`config.mk`:
```
export PLATFORM = sky130hd
export DESIGN_NAME = servo_status_packet_parser
export DESIGN_NICKNAME = d
export VERILOG_FILES = /design/src/hw/rtl/ssp_pkg.sv /design/src/hw/rtl/ssp_decode.sv /design/src/hw/rtl/servo_status_packet_parser.sv
export SDC_FILE = /design/constraint.sdc
export NUM_CORES = 1
export LEC_CHECK = 0
export BUFFER_PORTS_ARGS = -buffer_cell sky130_fd_sc_hd__clkbuf_2
export CORE_MARGIN = 1
export CORE_UTILIZATION = 25
export CTS_CLUSTER_DIAMETER = 60
export CTS_CLUSTER_SIZE = 16
export DETAILED_ROUTE_END_ITERATION = 6
export PLACE_DENSITY_LB_ADDON = 0.05
export SETUP_SLACK_MARGIN = 0.3
export SLEW_MARGIN = 15
export SYNTH_ARGS = -nofsm -noshare
export SYNTH_HDL_FRONTEND = slang
export SYNTH_SLANG_ARGS = --single-unit
```
`constraint.sdc`:
```
create_clock -name clk -period 2.15 [get_ports clk]
set_input_delay 0 -clock clk [delete_from_list [all_inputs] [get_ports clk]]
set_output_delay 0 -clock clk [all_outputs]
set_load 0.05 [all_outputs]
```
`src/hw/rtl/ssp_pkg.sv`:
```
// Shared types and constants for the servo status packet parser.
// Used by ssp_decode and servo_status_packet_parser; no dependencies.
package ssp_pkg;

	localparam int unsigned MAX_PACKET_LEN = 20;
	// Only the first eight payload bytes are ever decoded
	localparam int unsigned STORE_BYTES    = 8;
	localparam int unsigned IDX_W          = $clog2(STORE_BYTES);

	localparam logic [7:0] PREAMBLE      = 8'hFF;
	localparam logic [7:0] POS_REPLY_LEN = 8'd10;
	localparam logic [7:0] HDR_LEN       = 8'd2;

	typedef logic [1:0]  outcome_t;
	typedef logic [3:0]  kind_t;
	typedef logic [3:0]  slot_t;
	typedef logic [31:0] word_t;
	typedef logic [STORE_BYTES-1:0][7:0] store_t;

	localparam outcome_t OUT_GOOD     = 2'd0;
	localparam outcome_t OUT_CSUM_BAD = 2'd1;
	localparam outcome_t OUT_TOO_LONG = 2'd2;
	localparam outcome_t OUT_PRE2_BAD = 2'd3;

	localparam kind_t KIND_PING   = 4'd0;
	localparam kind_t KIND_STEP_A = 4'd1;
	localparam kind_t KIND_STEP_B = 4'd2;
	localparam kind_t KIND_ACCEL  = 4'd3;
	localparam kind_t KIND_SERVO0 = 4'd4;
	localparam kind_t KIND_SERVO1 = 4'd5;
	localparam kind_t KIND_SERVO2 = 4'd6;
	localparam kind_t KIND_SERVO3 = 4'd7;
	localparam kind_t KIND_ELBOW  = 4'd8;
	localparam kind_t KIND_ENC0   = 4'd9;
	localparam kind_t KIND_ENC1   = 4'd10;

	localparam slot_t SLOT_STEP_A0 = 4'd0;
	localparam slot_t SLOT_STEP_A1 = 4'd1;
	localparam slot_t SLOT_STEP_B0 = 4'd2;
	localparam slot_t SLOT_STEP_B1 = 4'd3;
	localparam slot_t SLOT_ENC_S0  = 4'd8;
	localparam slot_t SLOT_ENC_A   = 4'd9;
	localparam slot_t SLOT_ENC_B   = 4'd10;
	localparam slot_t SLOT_ELBOW   = 4'd11;

	typedef struct packed {
		logic  accepted;
		logic  snapshot;
		slot_t first_slot;
		logic  first_valid;
		word_t first_value;
		slot_t second_slot;
		logic  second_valid;
		word_t second_value;
	} decode_t;

endpackage

```
`src/hw/rtl/ssp_decode.sv`:
```
// Payload decoder: maps the stored payload and reply kind to sensor slot writes.
// Depends on ssp_pkg.
module ssp_decode (
	input  ssp_pkg::kind_t   kind,
	input  logic [7:0]       packet_length,
	input  ssp_pkg::store_t  store,
	output ssp_pkg::decode_t dec
);
	import ssp_pkg::*;

	word_t w32_lo;
	word_t w32_hi;
	word_t w16_lo;
	word_t w16_hi;

	assign w32_lo = {store[3], store[2], store[1], store[0]};
	assign w32_hi = {store[7], store[6], store[5], store[4]};
	assign w16_lo = {16'h0000, store[1], store[0]};
	assign w16_hi = {16'h0000, store[3], store[2]};

	always_comb begin
		dec = '0;
		case (kind)
			KIND_STEP_A: begin
				if (packet_length == POS_REPLY_LEN) begin
					dec.accepted     = 1'b1;
					dec.snapshot     = 1'b1;
					dec.first_slot   = SLOT_STEP_A0;
					dec.first_valid  = 1'b1;
					dec.first_value  = w32_lo;
					dec.second_slot  = SLOT_STEP_A1;
					dec.second_valid = 1'b1;
					dec.second_value = 32'd0 - w32_hi;
				end
			end
			KIND_STEP_B: begin
				if (packet_length == POS_REPLY_LEN) begin
					dec.accepted     = 1'b1;
					dec.first_slot   = SLOT_STEP_B0;
					dec.first_valid  = 1'b1;
					dec.first_value  = w32_lo;
					dec.second_slot  = SLOT_STEP_B1;
					dec.second_valid = 1'b1;
					dec.second_value = w32_hi;
				end
			end
			KIND_ACCEL: begin
				dec.accepted = 1'b1;
			end
			KIND_SERVO0, KIND_SERVO1, KIND_SERVO2, KIND_SERVO3: begin
				// servo kinds map one to one onto position slots 4..7
				dec.accepted    = 1'b1;
				dec.first_slot  = kind;
				dec.first_valid = 1'b1;
				dec.first_value = w16_lo;
			end
			KIND_ELBOW: begin
				dec.accepted    = 1'b1;
				dec.first_slot  = SLOT_ELBOW;
				dec.first_valid = 1'b1;
				dec.first_value = w16_lo;
			end
			KIND_ENC0: begin
				dec.accepted    = 1'b1;
				dec.first_slot  = SLOT_ENC_S0;
				dec.first_valid = 1'b1;
				dec.first_value = w16_hi;
			end
			KIND_ENC1: begin
				dec.accepted     = 1'b1;
				dec.first_slot   = SLOT_ENC_A;
				dec.first_valid  = 1'b1;
				dec.first_value  = w16_lo;
				dec.second_slot  = SLOT_ENC_B;
				dec.second_valid = 1'b1;
				dec.second_value = w16_hi;
			end
			default: begin
				dec = '0;
			end
		endcase
	end

endmodule

```
`src/hw/rtl/servo_status_packet_parser.sv`:
```
// Servo bus status packet parser: byte framing, running checksum, result register.
// Depends on ssp_pkg and ssp_decode.
// A result is presented in the cycle after the byte that causes it is transferred.
// Throughput: one byte per cycle; the input stalls only while a held result is stalled.
// Parse state acts on each taken byte; checksum covers ID, length, error, data bytes.
// Reset (arst_n low, asynchronous): wait for first preamble, reply kind 0, payload zero.
module servo_status_packet_parser (
	input  logic              clk,
	input  logic              arst_n,
	input  logic              cfg_valid,
	output logic              cfg_ready,
	input  ssp_pkg::kind_t    cfg_data,
	input  logic              in_valid,
	output logic              in_stall,
	input  logic [7:0]        rx_byte,
	output logic              out_valid,
	input  logic              out_stall,
	output ssp_pkg::outcome_t outcome,
	output logic [7:0]        device_id,
	output logic [7:0]        device_error,
	output logic              accepted,
	output logic              snapshot,
	output ssp_pkg::slot_t    first_slot,
	output logic              first_valid,
	output ssp_pkg::word_t    first_value,
	output ssp_pkg::slot_t    second_slot,
	output logic              second_valid,
	output ssp_pkg::word_t    second_value
);
	import ssp_pkg::*;

	typedef enum logic [2:0] {
		PH_PRE1,
		PH_PRE2,
		PH_ID,
		PH_LEN,
		PH_ERR,
		PH_DATA,
		PH_CSUM
	} phase_t;

	phase_t     phase_q;
	kind_t      kind_q;
	logic [7:0] id_q;
	logic [4:0] len_q;
	logic [7:0] err_q;
	logic [4:0] fill_q;
	logic [7:0] sum_q;
	store_t     store_q;

	logic       out_valid_q;
	outcome_t   outcome_q;
	logic [7:0] device_id_q;
	logic [7:0] device_error_q;
	decode_t    dec_q;

	logic       take;
	logic       emit;
	logic [4:0] fill_next;
	logic [7:0] sum_next;
	decode_t    dec;

	assign cfg_ready = 1'b1;
	assign in_stall  = out_valid_q & out_stall;
	assign take      = in_valid & ~in_stall;
	assign fill_next = fill_q + 5'd1;
	assign sum_next  = sum_q + rx_byte;
	assign emit      = take && ((phase_q == PH_PRE2 && rx_byte != PREAMBLE) ||
		(phase_q == PH_LEN && rx_byte > 8'(MAX_PACKET_LEN)) || phase_q == PH_CSUM);

	ssp_decode u_decode (
		.kind          (kind_q),
		.packet_length ({3'b000, len_q}),
		.store         (store_q),
		.dec           (dec)
	);

	always_ff @(posedge clk or negedge arst_n) begin
		if (!arst_n) begin
			phase_q        <= PH_PRE1;
			kind_q         <= KIND_PING;
			id_q           <= '0;
			len_q          <= '0;
			err_q          <= '0;
			fill_q         <= '0;
			sum_q          <= '0;
			store_q        <= '0;
			out_valid_q    <= 1'b0;
			outcome_q      <= OUT_GOOD;
			device_id_q    <= '0;
			device_error_q <= '0;
			dec_q          <= '0;
		end else begin
			if (cfg_valid && cfg_ready) begin
				kind_q <= cfg_data;
			end
			// raise on a new result, drop the held one once it is transferred
			if (emit) begin
				out_valid_q <= 1'b1;
			end else if (!out_stall) begin
				out_valid_q <= 1'b0;
			end
			if (take) begin
				case (phase_q)
					PH_PRE1: begin
						if (rx_byte == PREAMBLE) begin
							phase_q <= PH_PRE2;
						end
					end
					PH_PRE2: begin
						if (rx_byte == PREAMBLE) begin
							phase_q <= PH_ID;
						end else begin
							phase_q        <= PH_PRE1;
							outcome_q      <= OUT_PRE2_BAD;
							device_id_q    <= '0;
							device_error_q <= '0;
							dec_q          <= '0;
						end
					end
					PH_ID: begin
						id_q    <= rx_byte;
						sum_q   <= rx_byte;
						phase_q <= PH_LEN;
					end
					PH_LEN: begin
						len_q  <= rx_byte[4:0];
						fill_q <= '0;
						sum_q  <= sum_next;
						if (rx_byte > 8'(MAX_PACKET_LEN)) begin
							phase_q        <= PH_PRE1;
							outcome_q      <= OUT_TOO_LONG;
							device_id_q    <= id_q;
							device_error_q <= '0;
							dec_q          <= '0;
						end else begin
							phase_q <= PH_ERR;
						end
					end
					PH_ERR: begin
						err_q <= rx_byte;
						sum_q <= sum_next;
						if (rx_byte == 8'd0 && {3'b000, len_q} > HDR_LEN) begin
							phase_q <= PH_DATA;
						end else begin
							phase_q <= PH_CSUM;
						end
					end
					PH_DATA: begin
						if (fill_q < 5'(STORE_BYTES)) begin
							store_q[fill_q[IDX_W-1:0]] <= rx_byte;
						end
						fill_q <= fill_next;
						sum_q  <= sum_next;
						if ({3'b000, fill_next} + HDR_LEN >= {3'b000, len_q}) begin
							phase_q <= PH_CSUM;
						end
					end
					PH_CSUM: begin
						phase_q        <= PH_PRE1;
						device_id_q    <= id_q;
						device_error_q <= err_q;
						if (~sum_q != rx_byte) begin
							outcome_q <= OUT_CSUM_BAD;
							dec_q     <= '0;
						end else begin
							outcome_q <= OUT_GOOD;
							dec_q     <= dec;
						end
					end
					default: begin
						phase_q <= PH_PRE1;
					end
				endcase
			end
		end
	end

	assign out_valid    = out_valid_q;
	assign outcome      = outcome_q;
	assign device_id    = device_id_q;
	assign device_error = device_error_q;
	assign accepted     = dec_q.accepted;
	assign snapshot     = dec_q.snapshot;
	assign first_slot   = dec_q.first_slot;
	assign first_valid  = dec_q.first_valid;
	assign first_value  = dec_q.first_value;
	assign second_slot  = dec_q.second_slot;
	assign second_valid = dec_q.second_valid;
	assign second_value = dec_q.second_value;

endmodule
```
==> qor.yml, run 1 <==
ant_nets: 0
synthAdderAreaFrac_pct: 2.16
fin_util_pct: 36.5
crit_arrival_ns: 2.78
cts-htree-levels: 4
final_gp_congestion: 0.789
rows: 71
vias_after_detailed_routing: 8076
crit_path_end_kind: "register"
drt-total-wl_um: 35300
cts_made_buffers: 17
synth_mux_area_share_pct: 9.79
worstHoldPathType: "input port to register"
n_antenna_cell: 0
final_report_setup_violation_count: 65
instance_count_of_the_mapped_netlist: 890
area_leader_netlist: "dfrtp_1"
critical_path_required_ns: 2.55
fmax_mhz: 419
max-slew-margin-rel_pct: 61.3
first_global_vias: 8298
power_density_mw_per_mm2: 962
finalSetupTns_ns: -9.23
synthArstFlopShare_pct: 100
hold_viol_final: 0
synth_area_mm2: 0.00963
clock_path_buffers: 2
share_of_the_synthesized_area_in_the_top_cell_type_pct: 51.7
tritoncts_clock_tree: "yes"
period_share_pct: 111
violations: "design-rule violations, negative setup slack"
result_of_the_run: "complete, but fails checks"
synth-edff-count: 0
synth_seq_cells: 199
grt_max_degree: 49
initial_utilization_pct: 25.5
yosys-top-cells-count: "dfrtp_1 (199), nand2_1 (90), mux2_2 (82), o21ai_0 (66), a22o_1 (39)"
placed_cell_area_mm2: 0.0119
syn-num-nets: 923
antenna_found_initial: 1
clkSinkCount: 199
routed_via_density: 4.82
criticalPathCategory: "register to register"
fin_area_mm2: 0.0138
overflow: 0
timing.hold.worst_path_depth: 4
worst_pin_slew_ns: 0.580
synthSimpleGateAreaFrac_pct: 13.4
globalRouteTotalUtil_pct: 18.5
syn_avg_cell_area_um2: 10.8
r2r_slack_ns: -0.23
detailedPlacementHpwl_um: 23900
grt_setup_unrepaired: "true"
finalMaxSlewViolations: 0
drt_drc_violations_left: 4
crit-reg2reg-capture: "first_value[31]"
layout-area-overhead-vs-synth_pct: 43.1
dominantRegCellSynth: "dfrtp_1"
startpoint_type: "register"
final_critical_path_setup_slack_ns: -0.234
drt_pass1_iterations: 7
power.ir.vdd_worst_uv: 564
crit-reg2reg-launch: "sum_q[0]"
dpl.cell_count: 1589
warning_count_from_the_yosys_run: 0
tot_pwr_mw: 13.3
numPortBuffers: 111
final_nets: 1184
yosys.cell_count.top_type: "dfrtp_1"
drt_iter0_drc: 575
path_max_fanout: 5
num_io_pins: 114
largest_family_of_logic_cells_by_synthesized_area: "compound AO/OA/AOI/OAI gates"
timing.hold.worst.start: "in_valid"
synthTopCellsByArea: "dfrtp_1 (52%), mux2_2 (9.6%), a22o_1 (3.5%)"
clock_tree_root_driver_cell: "clkbuf_16"
post_route_cells_drive_above_1_share_pct: 44.2
period_minus_slack_ns: 2.38
grt_first_pass_wirelength_um: 53400
leakagePower_nw: 6.47
clkTransAtPathRegs_ns: 0.08
die_w_um: 198
insertion_delay_ns: 0.46
die_h_um: 198
final.setup_skew_ns: 0.0199
min_delay_worst_endpoint: "phase_q[2]"
synth.lib_cells_used.distinct: 75
synth_xor_area_share_pct: 1.00
die_area_mm2: 0.0393
post_layout_nonfiller_instances: 1675
r2r_cells: 9
synth-compound-area-share_pct: 17.6
fp.coreArea_mm2: 0.0378
ys_seq_area_share_pct: 51.7
cap_violations: 0
route.detailed.wl_per_inst_um: 21.1
[state kept, by name, indices dropped and copies added (netlist names)]
| name | count |
|---|---|
| accepted | 1 |
| first_value | 32 |
| phase_q | 3 |
| outcome | 2 |
| second_value | 32 |
| err_q | 8 |
| kind_q | 4 |
| sum_q | 8 |
| first_slot | 4 |
| second_valid | 1 |
| device_id | 8 |
| device_error | 8 |
| store_q | 64 |
| second_slot | 3 |
| snapshot | 1 |
| fill_q | 5 |
| out_valid | 1 |
| first_valid | 1 |
| len_q | 5 |
| id_q | 8 |
[final cells by class]
type	count	area (um^2)
fill	3835	24000
multi-input combinational	598	5030
sequential	199	4990
timing repair buffer	301	2430
tap	511	639
clock buffer	19	433
clock inverter	13	134
inverter	34	128
[cells in the final DEF, fill, tap and decap left out, types with 8 or more instances in the layout]
cell           instances
dfrtp_1              193
buf_4                131
clkbuf_2             110
nand2_1               82
mux2_2                42
mux2_4                40
a22o_1                39
inv_1                 33
nor2_1                32
o21ai_0               32
a21oi_1               27
nor3_1                26
o21ai_2               21
clkbuf_16             20
buf_6                 19
a222oi_1              18
o21ai_1               17
buf_12                17
nand3_1               13
dlygate4sd3_1         12
a21o_1                10
a221oi_1               9
ha_1                   8
[worst max-delay path: stages (launching register included)]
cell and delay, ns:
dfrtp_1 0.42, ha_4 0.28, nand2_2 0.04, or4_4 0.59
or2_4 0.31, buf_6 0.14, a21oi_4 0.12, buf_12 0.15
clkbuf_16 0.15, a22o_1 0.12
[cells by family after synthesis]
kind of cell	count (synthesis)
other	2
and+or+nand+nor	244
xor gates and xnor gates	11
adders and majority gates	16
DFF	199
muxes	84
AOI/OAI and AO/OA	241
buffers and inverters	93
[metrics by stage]
step / hold slack [ns] / worst slack (ns)
after global placement: -0.0146 / -0.202
after global routing: 0.0411 / -0.311
after floorplan: -0.296 / -0.0681
after detailed placement: -0.0186 / -0.208
final: 0.0109 / -0.234
after CTS: 0.00270 / -0.190
[worst max-delay path by stage]
stage / startpoint / end / slack, ns / cells past startpoint
2_1_floorplan: sum_q[0] / second_value[21] / -0.07 / 7
3_3_place_gp: sum_q[1] / second_value[21] / -0.20 / 8
3_5_place_dp: sum_q[0] / second_value[20] / -0.21 / 8
4_1_cts: sum_q[0] / second_value[20] / -0.19 / 8
5_1_grt: sum_q[1] / second_value[30] / -0.31 / 7
6_report: sum_q[0] / first_value[31] / -0.23 / 9
[power by group]
| part | total [mW] | switching, mW | internal [mW] | leakage (nW) |
|---|---|---|---|---|
| clock network | 3.26 | 1.71 | 1.55 | 0.270 |
| logic | 5.27 | 2.86 | 2.41 | 3.52 |
| registers | 4.74 | 0.460 | 4.28 | 2.68 |
| total | 13.3 | 5.03 | 8.23 | 6.47 |
[metal layers]
layer / share of wire, % / vias up / global-route usage (%)
met5: 0 / - / 0
met4: 1.4 / 0 / 4.65
met3: 3.2 / 26 / 2.91
met2: 45 / 151 / 27.5
met1: 51 / 4070 / 27.6
li1: - / 3829 / -
[what timing repair did]
| action | CTS | global route |
|---|---|---|
| pin swaps | 30 | 42 |
| endpoints found under the setup margin | 166 | 160 |
| endpoints found under the hold margin | 204 | 0 |
| hold buffers | 12 | 0 |
| buffers inserted | 28 | 7 |
| gates resized for setup | 136 | 75 |
| gates cloned | 3 | 4 |
No activity file was read; power rests on OpenSTA's default activity.
==> inputs of run 2 (changes only) <==
--- a/config.mk
+++ b/config.mk
@@ -16,4 +16,5 @@
 export SLEW_MARGIN = 15
 export SYNTH_ARGS = -nofsm -noshare
 export SYNTH_HDL_FRONTEND = slang
+export SYNTH_HIERARCHICAL = 1
 export SYNTH_SLANG_ARGS = --single-unit
==> qor.yml, run 2 <==
antenna_found_initial: 0  # -1
first_global_vias: 8398  # +1.2%
rows: 72  # +1.4%
instance_count_of_the_mapped_netlist: 906  # +1.8%
drt_iter0_drc: 438  # -24%
synthTopCellsByArea: "dfrtp_1 (50%), a22o_1 (8.9%), mux2_2 (8.0%)"
warning_count_from_the_yosys_run: 6  # +6
final_gp_congestion: 0.750  # -4.9%
largest-register: "store_q"
result_of_the_run: "complete, but fails checks"
final_report_setup_violation_count: 50  # -23%
largest_register_ffs: 64  # unchanged
route.detailed.wl_per_inst_um: 21.2  # +0.52%
die_h_um: 202  # +1.8%
final.hold.worst_slack_ns: 0.0223  # +0.0114 ns
commonest_cells_after_routing_fill_and_taps_aside: "dfrtp_1 (195), buf_4 (124), clkbuf_2 (111)"
grt_setup_unrepaired: "true"
post_route_cells_drive_above_1_share_pct: 45.3  # +1.2 points
die_area_mm2: 0.0407  # +3.6%
worstHoldPathType: "input port to register"
fp.coreArea_mm2: 0.0390  # +3.3%
tot_pwr_mw: 7.85  # -41%
mostFrequentLayoutCell: "dfrtp_1"
synthArstFlopShare_pct: 100  # unchanged
clkSinkCount: 200  # +0.50%
fmax_mhz: 428  # +2.0%
multi_input_area_mm2: 0.00542  # +7.8%
finalMaxSlewViolations: 0  # unchanged
worst_path_max_delay_cell: "or4b_4"
yosys-top-cells-count: "dfrtp_1 (200), a22o_1 (101), nand2_1 (82), mux2_2 (71), o21ai_0 (56)"
detailedPlacementHpwl_um: 24100  # +0.73%
power.ir.vdd_worst_uv: 469  # -17%
path_max_fanout: 6  # +1
max-slew-margin-rel_pct: 58.8  # -2.5 points
ant_nets: 0  # unchanged
layout-area-overhead-vs-synth_pct: 48.5
grt_first_pass_wirelength_um: 55100  # +3.2%
cap_violations: 0  # unchanged
initial_utilization_pct: 25.6  # +0.069 points
seq_area_mm2: 0.00501  # +0.48%
vias_after_detailed_routing: 8223  # +1.8%
fin_area_mm2: 0.0148  # +7.5%
synth-edff-count: 0  # unchanged
criticalPathCategory: "register to register"
overflow: 0  # unchanged
critPathMaxStageDelay_ns: 0.54  # -0.05 ns
dominantRegCellSynth: "dfrtp_1"
timing.critical_path.cells: "or4b_4, or4_4, buf_12, o41a_1, o21ai_1, a22o_1"
yosys.cell_count.top_type: "dfrtp_1"
synth_seq_cells: 200  # +0.50%
clock_tree_root_driver_cell: "clkbuf_16"
tritoncts_clock_tree: "yes"
globalRouteTotalUtil_pct: 18.1  # -0.41 points
drt_pass1_iterations: 5  # -2
crit_path_end_kind: "register"
routed_via_density: 4.75  # -1.4%
worst_pin_slew_ns: 0.602  # +0.0217 ns
drt-total-wl_um: 36600  # +3.8%
final.setup_skew_ns: 0.0143  # -0.00550 ns
grt_max_degree: 62  # +27%
synth.lib_cells_used.distinct: 68  # -9.3%
insertion_delay_ns: 0.46  # about the same
final_nets: 1231  # +4.0%
cts-htree-levels: 4  # unchanged
ys_seq_area_share_pct: 50.2  # -1.5 points
crit_arrival_ns: 2.73  # -0.05 ns
drt_drc_violations_left: 0  # -4
fin_util_pct: 38.0  # +1.5 points
critical_path_required_ns: 2.55  # about the same
r2r_slack_ns: -0.19  # +0.05 ns
cts_made_buffers: 17  # unchanged
clock_path_buffers: 2  # unchanged
final_critical_path_setup_slack_ns: -0.187  # +0.0473 ns
period_minus_slack_ns: 2.34  # -0.0473 ns
violations: "negative setup slack"
synth_area_mm2: 0.00998  # +3.6%
syn_avg_cell_area_um2: 11.0  # +1.8%
period_share_pct: 109  # -2.2 points
startpoint_type: "register"
share_of_the_synthesized_area_in_the_top_cell_type_pct: 50.2  # -1.5 points
hold_viol_final: 0  # unchanged
placed_cell_area_mm2: 0.0122  # +2.9%
power_density_mw_per_mm2: 530  # -45%
area_leader_netlist: "dfrtp_1"
clkTransAtPathRegs_ns: 0.08  # about the same
num_io_pins: 114  # unchanged
die_w_um: 202  # +1.8%
numPortBuffers: 112  # +0.90%
leakagePower_nw: 7.03  # +8.8%
filler_cell_count: 3870  # +0.91%
==> run 2: kinds of logic (layout without fill, tap and decap cells) <==
group	after synthesis	after routing	share of synthesized area [%]
other	3	9	0.113
adder cells (fa/ha/maj)	16	16	2.08
AND/OR/NAND/NOR	244	244	13.4
AO/OA/AOI/OAI	251	251	18.5
flip-flops	200	200	50.2
XOR/XNOR	10	10	0.878
buffers and inverters	91	391	4.41
multiplexers	91	91	10.4
==> run 2: stage by stage <==
stage	setup TNS (ns)	std cells	setup slack, ns
after floorplan	-1.83	911	-0.121
after global routing	-9.05	1729	-0.257
final	-4.75	1730	-0.187
after CTS	-4.09	1699	-0.250
after detailed placement	-4.15	1610	-0.255
after global placement	-3.62	1610	-0.182
==> run 2: path summary, 6_finish.rpt <==
kind / startpoint / end / cells past startpoint
setup / recovery: kind_q[2] / second_value[29] / 6
hold / removal: rx_byte[2] / id_q[2] / 3
setup reg to reg: kind_q[2] / second_value[29] / 6
hold reg to reg: id_q[6] / id_q[6] / 2
max in group asynchronous: arst_n / fill_q[2] / 3
min in group asynchronous: arst_n / first_value[19] / 2
==> run 2: where the power goes <==
group	internal, mW	switching (mW)
clock network	1.59	1.67
logic	0.266	0.465
registers	3.82	0.0417
total	5.67	2.18
==> run 2: repair_timing <==
item	4_1_cts	5_1_grt
pin swaps	44	90
cloned	12	5
hold buffers	14	0
resized for setup	122	97
endpoints found under the hold margin	138	0
buffers inserted	31	25
setup endpoints to repair	143	170
==> run 2: metal layers <==
| metal | up-vias | wire length (um) | track usage, % |
|---|---|---|---|
| li1 | 3915 | - | - |
| met1 | 4132 | 17800 | 25.5 |
| met2 | 150 | 17200 | 28.7 |
| met3 | 26 | 1090 | 2.84 |
| met4 | 0 | 557 | 4.92 |
| met5 | - | 0 | 0 |
==> run 2: area by class of cell <==
class / instances / share of cell area (%)
clock inverter: 13 / 0.743
inverter: 31 / 0.836
clock buffer: 19 / 3.06
multi-input combinational: 620 / 36.6
sequential: 200 / 33.8
tap: 518 / 4.37
antenna: 1 / 0.0169
timing repair buffer: 328 / 20.6
==> run 2: critical path: cells and delay by family (launching register included) <==
family                 cells  cell delay (ns)
flip-flops                 1             0.38
buffers and inverters      1             0.19
AND/OR/NAND/NOR            2             1.07
AO/OA/AOI/OAI              3             0.62
